<file path="src/swstat_pkg.sv">
package swstat_pkg;

	localparam int SUM_W = 42;
	localparam int VAL_W = 18;
	localparam int OUT_CNT_W = 24;
	localparam int NUM_CH = 7;
	localparam int NUM_SUM = 4;

	localparam logic [2:0] CH_COLOUR = 3'd7;

	localparam logic [1:0] COL_NONE  = 2'd0;
	localparam logic [1:0] COL_RED   = 2'd1;
	localparam logic [1:0] COL_GREEN = 2'd2;
	localparam logic [1:0] COL_BLUE  = 2'd3;

	localparam logic REG_CLEAR_SAT = 1'b0;
	localparam logic REG_DARK      = 1'b1;

	localparam logic [15:0] CLEAR_SAT_RESET = 16'd6000;
	localparam logic [15:0] DARK_RESET      = 16'd100;

	typedef struct packed {
		logic               action;
		logic [15:0]        light;
		logic [15:0]        moisture;
		logic signed [17:0] temperature;
		logic [16:0]        humidity;
		logic signed [15:0] accel_x;
		logic signed [15:0] accel_y;
		logic signed [15:0] accel_z;
		logic [1:0]         colour;
	} item_t;

	typedef struct packed {
		logic full;
		logic empty;
	} q_stat_t;

endpackage

</file>
<file path="src/swstat_front.sv">
module swstat_front import swstat_pkg::*; (
	input  logic         clk,
	input  logic         arst_n,
	input  logic         cfg_wen,
	input  logic         cfg_index,
	input  logic [15:0]  cfg_data,
	input  logic         s_tvalid,
	input  logic         s_tuser,
	input  logic [183:0] s_tdata,
	output logic         s_tready,
	input  q_stat_t      q_stat,
	output logic         push,
	output item_t        push_item
);

	logic [15:0] clear_sat_q;
	logic [15:0] dark_q;
	logic [15:0] c_lvl, r_lvl, g_lvl, b_lvl;
	logic [1:0]  colour;

	always_ff @(posedge clk or negedge arst_n) begin
		if (!arst_n) begin
			clear_sat_q <= CLEAR_SAT_RESET;
			dark_q      <= DARK_RESET;
		end else if (cfg_wen) begin
			case (cfg_index)
				REG_CLEAR_SAT: clear_sat_q <= cfg_data;
				REG_DARK:      dark_q      <= cfg_data;
				default:       ;
			endcase
		end
	end

	assign c_lvl = s_tdata[130:115];
	assign r_lvl = s_tdata[146:131];
	assign g_lvl = s_tdata[162:147];
	assign b_lvl = s_tdata[178:163];

	always_comb begin
		colour = COL_NONE;
		if (c_lvl > clear_sat_q) begin
			colour = COL_NONE;
		end else if (r_lvl < dark_q && g_lvl < dark_q && b_lvl < dark_q) begin
			colour = COL_NONE;
		end else if (r_lvl > g_lvl && r_lvl >= b_lvl) begin
			colour = COL_RED;
		end else if (g_lvl > r_lvl && g_lvl > b_lvl) begin
			colour = COL_GREEN;
		end else if (b_lvl > r_lvl && b_lvl > g_lvl) begin
			colour = COL_BLUE;
		end
	end

	assign s_tready = !q_stat.full;
	assign push     = s_tvalid && !q_stat.full;

	always_comb begin
		push_item.action      = s_tuser;
		push_item.light       = s_tdata[15:0];
		push_item.moisture    = s_tdata[31:16];
		push_item.temperature = s_tdata[49:32];
		push_item.humidity    = s_tdata[66:50];
		push_item.accel_x     = s_tdata[82:67];
		push_item.accel_y     = s_tdata[98:83];
		push_item.accel_z     = s_tdata[114:99];
		push_item.colour      = colour;
	end

endmodule

</file>
<file path="src/swstat_fifo.sv">
module swstat_fifo import swstat_pkg::*; (
	input  logic    clk,
	input  logic    arst_n,
	input  logic    push,
	input  item_t   push_item,
	input  logic    pop,
	output item_t   pop_item,
	output q_stat_t q_stat
);

	item_t      mem_q [2];
	logic       wr_q;
	logic       rd_q;
	logic [1:0] cnt_q;

	always_ff @(posedge clk) begin
		if (push) begin
			mem_q[wr_q] <= push_item;
		end
	end

	always_ff @(posedge clk or negedge arst_n) begin
		if (!arst_n) begin
			wr_q  <= 1'b0;
			rd_q  <= 1'b0;
			cnt_q <= 2'd0;
		end else begin
			if (push) begin
				wr_q <= !wr_q;
			end
			if (pop) begin
				rd_q <= !rd_q;
			end
			case ({push, pop})
				2'b10:   cnt_q <= cnt_q + 2'd1;
				2'b01:   cnt_q <= cnt_q - 2'd1;
				default: ;
			endcase
		end
	end

	assign pop_item     = mem_q[rd_q];
	assign q_stat.full  = cnt_q == 2'd2;
	assign q_stat.empty = cnt_q == 2'd0;

endmodule

</file>
<file path="src/swstat_back.sv">
module swstat_back import swstat_pkg::*; #(
	parameter int COUNT_BITS = 24
) (
	input  logic         clk,
	input  logic         arst_n,
	input  q_stat_t      q_stat,
	input  item_t        pop_item,
	output logic         pop,
	output logic         m_tvalid,
	input  logic         m_tready,
	output logic [2:0]   m_tuser,
	output logic         m_tlast,
	output logic [103:0] m_tdata
);

	localparam logic [1:0] ST_IDLE = 2'd0;
	localparam logic [1:0] ST_PREP = 2'd1;
	localparam logic [1:0] ST_DIV  = 2'd2;
	localparam logic [1:0] ST_EMIT = 2'd3;
	localparam logic [COUNT_BITS-1:0] CNT_MAX = {COUNT_BITS{1'b1}};

	logic [1:0]                state_q;
	logic [2:0]                ch_q;
	logic [COUNT_BITS-1:0]     cnt_q;
	logic                      has_q;
	logic signed [SUM_W-1:0]   sum_q   [NUM_SUM];
	logic signed [VAL_W-1:0]   min_q   [NUM_CH];
	logic signed [VAL_W-1:0]   max_q   [NUM_CH];
	logic [COUNT_BITS-1:0]     tally_q [3];
	logic                      neg_q;
	logic [SUM_W-1:0]          dvd_q;
	logic [COUNT_BITS-1:0]     rem_q;
	logic [5:0]                step_q;

	logic                      out_valid_q;
	logic [2:0]                out_ch_q;
	logic                      out_last_q;
	logic [103:0]              out_data_q;

	logic signed [VAL_W-1:0]   v [NUM_CH];
	logic signed [SUM_W:0]     sum_n [NUM_SUM];
	logic signed [SUM_W-1:0]   sum_sel;
	logic [COUNT_BITS:0]       rem_sh;
	logic                      ge;
	logic [COUNT_BITS:0]       rem_n;
	logic                      has_div;
	logic signed [VAL_W-1:0]   mean_val;
	logic signed [VAL_W-1:0]   min_val;
	logic signed [VAL_W-1:0]   max_val;
	logic [1:0]                dom;
	logic [COUNT_BITS-1:0]     dom_cnt;
	logic                      load_out;
	logic                      sample;

	function automatic logic [OUT_CNT_W-1:0] cnt_out(input logic [COUNT_BITS-1:0] c);
		logic [31:0] c32;
		c32 = 32'(c);
		return (c32 > 32'(24'hFFFFFF)) ? {OUT_CNT_W{1'b1}} : c32[OUT_CNT_W-1:0];
	endfunction

	assign pop    = state_q == ST_IDLE && !q_stat.empty;
	assign sample = pop && !pop_item.action;

	always_comb begin
		v[0] = {2'b00, pop_item.light};
		v[1] = {2'b00, pop_item.moisture};
		v[2] = pop_item.temperature;
		v[3] = {1'b0, pop_item.humidity};
		v[4] = VAL_W'(pop_item.accel_x);
		v[5] = VAL_W'(pop_item.accel_y);
		v[6] = VAL_W'(pop_item.accel_z);
		for (int i = 0; i < NUM_SUM; i++) begin
			sum_n[i] = (SUM_W+1)'(sum_q[i]) + (SUM_W+1)'(v[i]);
		end
	end

	assign sum_sel = sum_q[ch_q[1:0]];
	assign rem_sh  = {rem_q, dvd_q[SUM_W-1]};
	assign ge      = rem_sh >= {1'b0, cnt_q};
	assign rem_n   = ge ? (rem_sh - {1'b0, cnt_q}) : rem_sh;
	assign has_div = !ch_q[2] && cnt_q != '0;
	assign load_out = state_q == ST_EMIT && (!out_valid_q || m_tready);

	always_comb begin
		mean_val = '0;
		min_val  = '0;
		max_val  = '0;
		if (has_div) begin
			mean_val = neg_q ? -$signed(dvd_q[VAL_W-1:0]) : $signed(dvd_q[VAL_W-1:0]);
		end
		if (ch_q != CH_COLOUR) begin
			min_val = min_q[ch_q];
			max_val = max_q[ch_q];
		end
		dom     = COL_NONE;
		dom_cnt = '0;
		if (tally_q[0] > tally_q[1] && tally_q[0] > tally_q[2]) begin
			dom     = COL_RED;
			dom_cnt = tally_q[0];
		end else if (tally_q[1] > tally_q[0] && tally_q[1] > tally_q[2]) begin
			dom     = COL_GREEN;
			dom_cnt = tally_q[1];
		end else if (tally_q[2] > tally_q[0] && tally_q[2] > tally_q[1]) begin
			dom     = COL_BLUE;
			dom_cnt = tally_q[2];
		end
	end

	always_ff @(posedge clk or negedge arst_n) begin
		if (!arst_n) begin
			state_q <= ST_IDLE;
			ch_q    <= '0;
			cnt_q   <= '0;
			has_q   <= 1'b0;
			step_q  <= '0;
			for (int i = 0; i < NUM_SUM; i++) sum_q[i] <= '0;
			for (int i = 0; i < NUM_CH; i++) begin
				min_q[i] <= '0;
				max_q[i] <= '0;
			end
			for (int i = 0; i < 3; i++) tally_q[i] <= '0;
		end else begin
			case (state_q)
				ST_IDLE: begin
					if (pop && pop_item.action) begin
						ch_q    <= '0;
						state_q <= ST_PREP;
					end else if (sample) begin
						if (cnt_q != CNT_MAX) begin
							cnt_q <= cnt_q + 1'b1;
							for (int i = 0; i < NUM_SUM; i++) begin
								if (sum_n[i][SUM_W] != sum_n[i][SUM_W-1]) begin
									sum_q[i] <= sum_n[i][SUM_W] ?
										{1'b1, {(SUM_W-1){1'b0}}} : {1'b0, {(SUM_W-1){1'b1}}};
								end else begin
									sum_q[i] <= sum_n[i][SUM_W-1:0];
								end
							end
						end
						for (int i = 0; i < NUM_CH; i++) begin
							if (!has_q || v[i] < min_q[i]) min_q[i] <= v[i];
							if (!has_q || v[i] > max_q[i]) max_q[i] <= v[i];
						end
						has_q <= 1'b1;
						if (pop_item.colour != COL_NONE &&
							tally_q[pop_item.colour - 2'd1] != CNT_MAX) begin
							tally_q[pop_item.colour - 2'd1] <=
								tally_q[pop_item.colour - 2'd1] + 1'b1;
						end
					end
				end
				ST_PREP: begin
					step_q <= '0;
					if (has_div) begin
						state_q <= ST_DIV;
					end else begin
						state_q <= ST_EMIT;
					end
				end
				ST_DIV: begin
					step_q <= step_q + 6'd1;
					if (step_q == 6'(SUM_W - 1)) begin
						state_q <= ST_EMIT;
					end
				end
				ST_EMIT: begin
					if (load_out) begin
						if (ch_q == CH_COLOUR) begin
							state_q <= ST_IDLE;
							cnt_q   <= '0;
							has_q   <= 1'b0;
							for (int i = 0; i < NUM_SUM; i++) sum_q[i] <= '0;
							for (int i = 0; i < NUM_CH; i++) begin
								min_q[i] <= '0;
								max_q[i] <= '0;
							end
							for (int i = 0; i < 3; i++) tally_q[i] <= '0;
						end else begin
							ch_q    <= ch_q + 3'd1;
							state_q <= ST_PREP;
						end
					end
				end
				default: state_q <= ST_IDLE;
			endcase
		end
	end

	always_ff @(posedge clk) begin
		if (state_q == ST_PREP) begin
			neg_q <= sum_sel < 0;
			dvd_q <= (sum_sel < 0) ? SUM_W'(-sum_sel) : SUM_W'(sum_sel);
			rem_q <= '0;
		end else if (state_q == ST_DIV) begin
			rem_q <= rem_n[COUNT_BITS-1:0];
			dvd_q <= {dvd_q[SUM_W-2:0], ge};
		end
	end

	always_ff @(posedge clk or negedge arst_n) begin
		if (!arst_n) begin
			out_valid_q <= 1'b0;
		end else if (load_out) begin
			out_valid_q <= 1'b1;
		end else if (m_tready) begin
			out_valid_q <= 1'b0;
		end
	end

	always_ff @(posedge clk) begin
		if (load_out) begin
			out_ch_q   <= ch_q;
			out_last_q <= ch_q == CH_COLOUR;
			if (ch_q == CH_COLOUR) begin
				out_data_q <= {cnt_out(dom_cnt), dom, cnt_out(cnt_q), {(3*VAL_W){1'b0}}};
			end else begin
				out_data_q <= {{OUT_CNT_W{1'b0}}, COL_NONE, cnt_out(cnt_q),
					mean_val, max_val, min_val};
			end
		end
	end

	assign m_tvalid = out_valid_q;
	assign m_tuser  = out_ch_q;
	assign m_tlast  = out_last_q;
	assign m_tdata  = out_data_q;

endmodule

</file>
<file path="src/sensor_window_statistics_core.sv">
// Channel   Signals                               Moves
// s         s_tvalid s_tready s_tdata s_tuser     sensor sample or end-of-window request
// m         m_tvalid m_tready m_tdata m_tuser m_tlast   one statistics result per channel
// cfg       cfg_wen cfg_index cfg_data            limit register write
// A sample request leaves the queue and is accumulated into the state registers as it leaves.
// An end-of-window request emits eight results; each of channels 0..3 with a non-empty
// window passes PREP, DIV (bit-serial mean divider, one quotient bit a cycle) and EMIT,
// others PREP and EMIT.
// A two-entry queue parts intake from the back end; output stalls hold the back end,
// and the intake once the queue is full.
// arst_n clears the state and loads limit defaults 6000 and 100.
module sensor_window_statistics_core import swstat_pkg::*; #(
	parameter int COUNT_BITS = 24
) (
	input  logic         clk,
	input  logic         arst_n,
	input  logic         s_tvalid,
	output logic         s_tready,
	input  logic [183:0] s_tdata,  // light, moisture, temperature, humidity, accel x/y/z,
	                               // clear, red, green, blue
	input  logic         s_tuser,  // action
	output logic         m_tvalid,
	input  logic         m_tready,
	output logic [103:0] m_tdata,  // minimum, maximum, mean, sample_count, dominant_color,
	                               // color_count
	output logic [2:0]   m_tuser,  // channel
	output logic         m_tlast,
	input  logic         cfg_wen,
	input  logic         cfg_index,
	input  logic [15:0]  cfg_data
);

	q_stat_t q_stat;
	logic    push;
	logic    pop;
	item_t   push_item;
	item_t   pop_item;

	swstat_front u_front (
		.clk       (clk),
		.arst_n    (arst_n),
		.cfg_wen   (cfg_wen),
		.cfg_index (cfg_index),
		.cfg_data  (cfg_data),
		.s_tvalid  (s_tvalid),
		.s_tuser   (s_tuser),
		.s_tdata   (s_tdata),
		.s_tready  (s_tready),
		.q_stat    (q_stat),
		.push      (push),
		.push_item (push_item)
	);

	swstat_fifo u_fifo (
		.clk       (clk),
		.arst_n    (arst_n),
		.push      (push),
		.push_item (push_item),
		.pop       (pop),
		.pop_item  (pop_item),
		.q_stat    (q_stat)
	);

	swstat_back #(
		.COUNT_BITS (COUNT_BITS)
	) u_back (
		.clk      (clk),
		.arst_n   (arst_n),
		.q_stat   (q_stat),
		.pop_item (pop_item),
		.pop      (pop),
		.m_tvalid (m_tvalid),
		.m_tready (m_tready),
		.m_tuser  (m_tuser),
		.m_tlast  (m_tlast),
		.m_tdata  (m_tdata)
	);

	a_no_empty_pop: assert property (@(posedge clk) disable iff (!arst_n)
		!(pop && q_stat.empty)) else $error("pop from empty queue");

	a_last_is_colour: assert property (@(posedge clk) disable iff (!arst_n)
		m_tvalid && m_tlast |-> m_tuser == CH_COLOUR) else $error("last on wrong channel");

	a_colour_only_last: assert property (@(posedge clk) disable iff (!arst_n)
		m_tvalid && !m_tlast |-> m_tdata[79:78] == COL_NONE && m_tdata[103:80] == '0)
		else $error("colour fields set on a channel result");

endmodule
</file>
<file path="config.mk">
export PLATFORM = sky130hd
export DESIGN_NAME = sensor_window_statistics_core
export DESIGN_NICKNAME = d
export VERILOG_FILES = /design/src/swstat_pkg.sv /design/src/swstat_front.sv /design/src/swstat_fifo.sv /design/src/swstat_back.sv /design/src/sensor_window_statistics_core.sv
export SDC_FILE = /design/constraint.sdc
export NUM_CORES = 2
export LEC_CHECK = 0
export ABC_AREA = 1
export BUFFER_PORTS_ARGS = -buffer_cell sky130_fd_sc_hd__buf_2
export CORE_UTILIZATION = 50
export DETAILED_ROUTE_END_ITERATION = 8
export HOLD_SLACK_MARGIN = 0.03
export PLACE_DENSITY_LB_ADDON = 0.15
export RECOVER_POWER = 100
export SYNTH_ARGS = -nofsm -noshare
export SYNTH_HDL_FRONTEND = slang
export SYNTH_HIERARCHICAL = 1
export SYNTH_SLANG_ARGS = --single-unit
</file>
<file path="constraint.sdc">
create_clock -name clk -period 18.35 [get_ports clk]
set_input_delay 0.9175 -clock clk [delete_from_list [all_inputs] [get_ports clk]]
set_output_delay 0.9175 -clock clk [all_outputs]
set_load 0.05 [all_outputs]
</file>
==> out/metrics.cfg <==
[setup_path]
worst-path-buf-inv = 5
crit_required_ns = 19.00
slowest_delay_ns = 2.55
setup.worst_path.class = reg -> reg
crit_path_frequent_cell = nand2_1
cp_cell_sequence = ha_1, inv_1, clkbuf_1, nor2_1, inv_1, nand2_1, nor3_2, clkbuf_1, nand2_1, nor2_1, nand2_1, inv_1, nand2_1, nand2_1
startpoint_type = flop
endpoint_kind = flop
cp_top_family = buffers and inverters
arrival_ns = 12.22
cp_max_fo = 59
crit_path_top_delay_cell = clkbuf_1

[routing]
drc = 0
wl_per_cell_microns = 19.4
first_pass_iters = 6
routed_via_density = 5.55
vias = 60062
wl_microns = 210000
ant_nets = 0
drt_iter0_markers = 5801

[synthesis]
avgSynthCellArea_sq_um = 7.39
yosysWarningCount = 6
yosysSeqAreaShare_pct = 39.1
synthFlopType = dfrtp_1
synth_edf_count = 387
async_reset_ff_share_pct = 56.9
ys_types = 62
syn-num-nets = 9655
ys_ff_latch = 954
synthCells = 8900
synth_area_sq_um = 65700

[grt]
grt_max_degree = 143
grt_pass1_vias = 56047
gr-total-overflow = 0
grt_first_pass_wirelength_microns = 324000
track_usage_pct = 31.3
antenna_found_initial = 5

[floorplanning]
start_util_pct = 50.6
die_h_microns = 365
pin_count = 317
core-area_sq_um = 130000
rows = 132
die_x_microns = 365
die_area_sq_um = 133000

[cells_and_area]
multi_input_area_sq_um = 33500
regArea_sq_um = 25700
drive_above_1_share_pct = 4.80
synthToLayoutAreaGrowth_pct = 8.28
fillers = 12736
final_nets = 9739

[timing]
finalSetupTns_ns = 0
period_minus_slack_ns = 11.57
rsz0062_at_grt = false
max_freq_ghz = 0.0864
fin_skew_ns = 0.0315
final_max_slew_viol_count = 1754
setup_viol = 0
slew_headroom_pct = -323
hold_viol = 0
tightest_slew_ns = 6.34
min_period_over_period_pct = 63.1

[placement]
port-buffer-count = 311
place_hpwl_microns = 156000
gp_congestion = 1.01

[clock_network]
cts_setup_buffers = 0
cts_buffers = 107
ctsHoldBuffers = 0
cts_resized = 0
clk_pin_slew_ns = 0.06
cts.sink_count = 954
h-tree-depth = 3
clock_latency_ns = 0.75
cts_root_buf = clkbuf_16
cts_tree = yes
cts_buffer_depth = 3

[worst_hold_path]
hold_path.class = in -> reg

[outcome]
violations = capacitance limit, slew limit
status = finished with violations

[run]
drv_cap = 30

## placed cells by master, fill, tap and decap left out, drive strengths merged, types with 6 or more instances in the layout
cell type  Yosys  layout
a21o          26      26
a21oi        486     486
a311oi        12      12
a31oi         28      28
buf          267     185
bufinv         0      15
clkbuf       155     350
clkinv         3      43
clkinvlp       0       9
dfrtp        533     533
dfstp         10      10
dfxtp         24      24
edfxtp       387     387
ha           543     543
inv         1112    1114
nand2       2738    2738
nand3        701     701
nand3b        33      33
nand4        190     190
nor2         609     609
nor3          93      93
nor3b          7       7
nor4          27      27
o211ai        35      35
o21a          27      27
o21ai        654     654
o21bai        16      16
o22ai          6       6
o31ai         13      13
or2           12      12
xnor2         47      47
xor2          72      72
## sequential cells by signal, summed over array words and instances, names as in the netlist, 24 cells and up
name	count
u_back/cnt_q	24
u_back/tally_q	72
u_back/m_tdata	104
u_back/dvd_q	42
u_back/sum_q	168
u_back/rem_q	24
u_back/min_q	115
u_back/max_q	115
u_fifo/mem_q	236
## cells in the mapped netlist, types with 28 or more instances
master / instances / area share [%]
nand4_1: 190 / 1.8
xor2_1: 72 / 0.96
nand3b_1: 33 / 0.38
edfxtp_1: 387 / 18
xnor2_1: 47 / 0.63
buf_2: 115 / 0.88
ha_1: 543 / 10
nand2_2: 28 / 0.27
nand2_1: 2709 / 15
dfrtp_1: 533 / 20
a21oi_1: 483 / 3.7
a31oi_1: 28 / 0.27
nand3_1: 694 / 5.3
nor2_1: 599 / 3.4
o211ai_1: 35 / 0.40
clkbuf_1: 155 / 0.89
nor3_1: 92 / 0.70
buf_4: 122 / 1.4
o21ai_0: 634 / 4.8
inv_1: 1102 / 6.3
## routing by layer
metal	GRT usage [%]	routed length, microns	up-vias
met5	0	0	-
met4	9.61	6960	0
met3	4.39	16200	332
met2	50.3	94400	2228
met1	43.7	92500	28170
li1	-	-	29332
## stage by stage
| step | std cells | cell area (sq um) | util [%] | worst slack, ns | hold WS [ns] |
|---|---|---|---|---|---|
| after floorplan | 8900 | 65700 | - | 11.36 | 0.423 |
| after global placement | 10617 | 68000 | 52.3 | 12.34 | 0.454 |
| after detailed placement | 10617 | 68000 | 52.3 | 12.19 | 0.458 |
| after CTS | 10821 | 71700 | 55.1 | 12.19 | 0.184 |
| after global routing | 10821 | 71200 | 54.8 | 6.26 | 0.324 |
| final | 10825 | 71200 | 54.8 | 6.78 | 0.361 |
## cells by family after synthesis
family | Yosys count | synth area share [%]
AO/OA/AOI/OAI | 1326 | 10.9
buffers and inverters | 1537 | 9.80
flip-flops | 954 | 39.1
AND/OR/NAND/NOR | 4416 | 28.1
XOR/XNOR | 119 | 1.59
adder cells (fa/ha/maj) | 548 | 10.5
## final cells by class
type	instances	share of cell area, %
timing repair buffer	397	2.64
sequential	954	36.1
multi-input combinational	6409	47.1
tap	1742	3.06
antenna	4	0.0141
clock inverter	66	1.14
clock buffer	138	4.02
inverter	1115	5.88
## path summary, 6_finish.rpt
path / start / endpoint / cells after the start / slack [ns]
max: u_back/state_q[1] / u_back/sum_q[22] / 14 / 6.78
min: s_tdata[61] / u_fifo/mem_q[0][61] / 1 / 0.36
max reg2reg: u_back/state_q[1] / u_back/sum_q[22] / 14 / 6.78
min reg2reg: u_back/max_q[49] / u_back/max_q[49] / 2 / 0.47
max in group asynchronous: arst_n / u_back/sum_q[29] / 3 / 8.83
min in group asynchronous: arst_n / u_back/tally_q[54] / 1 / 2.07
Power is left out: the tool's default activity adds up to more than one toggle a clock period on the data nets, which glitch-free logic cannot reach.
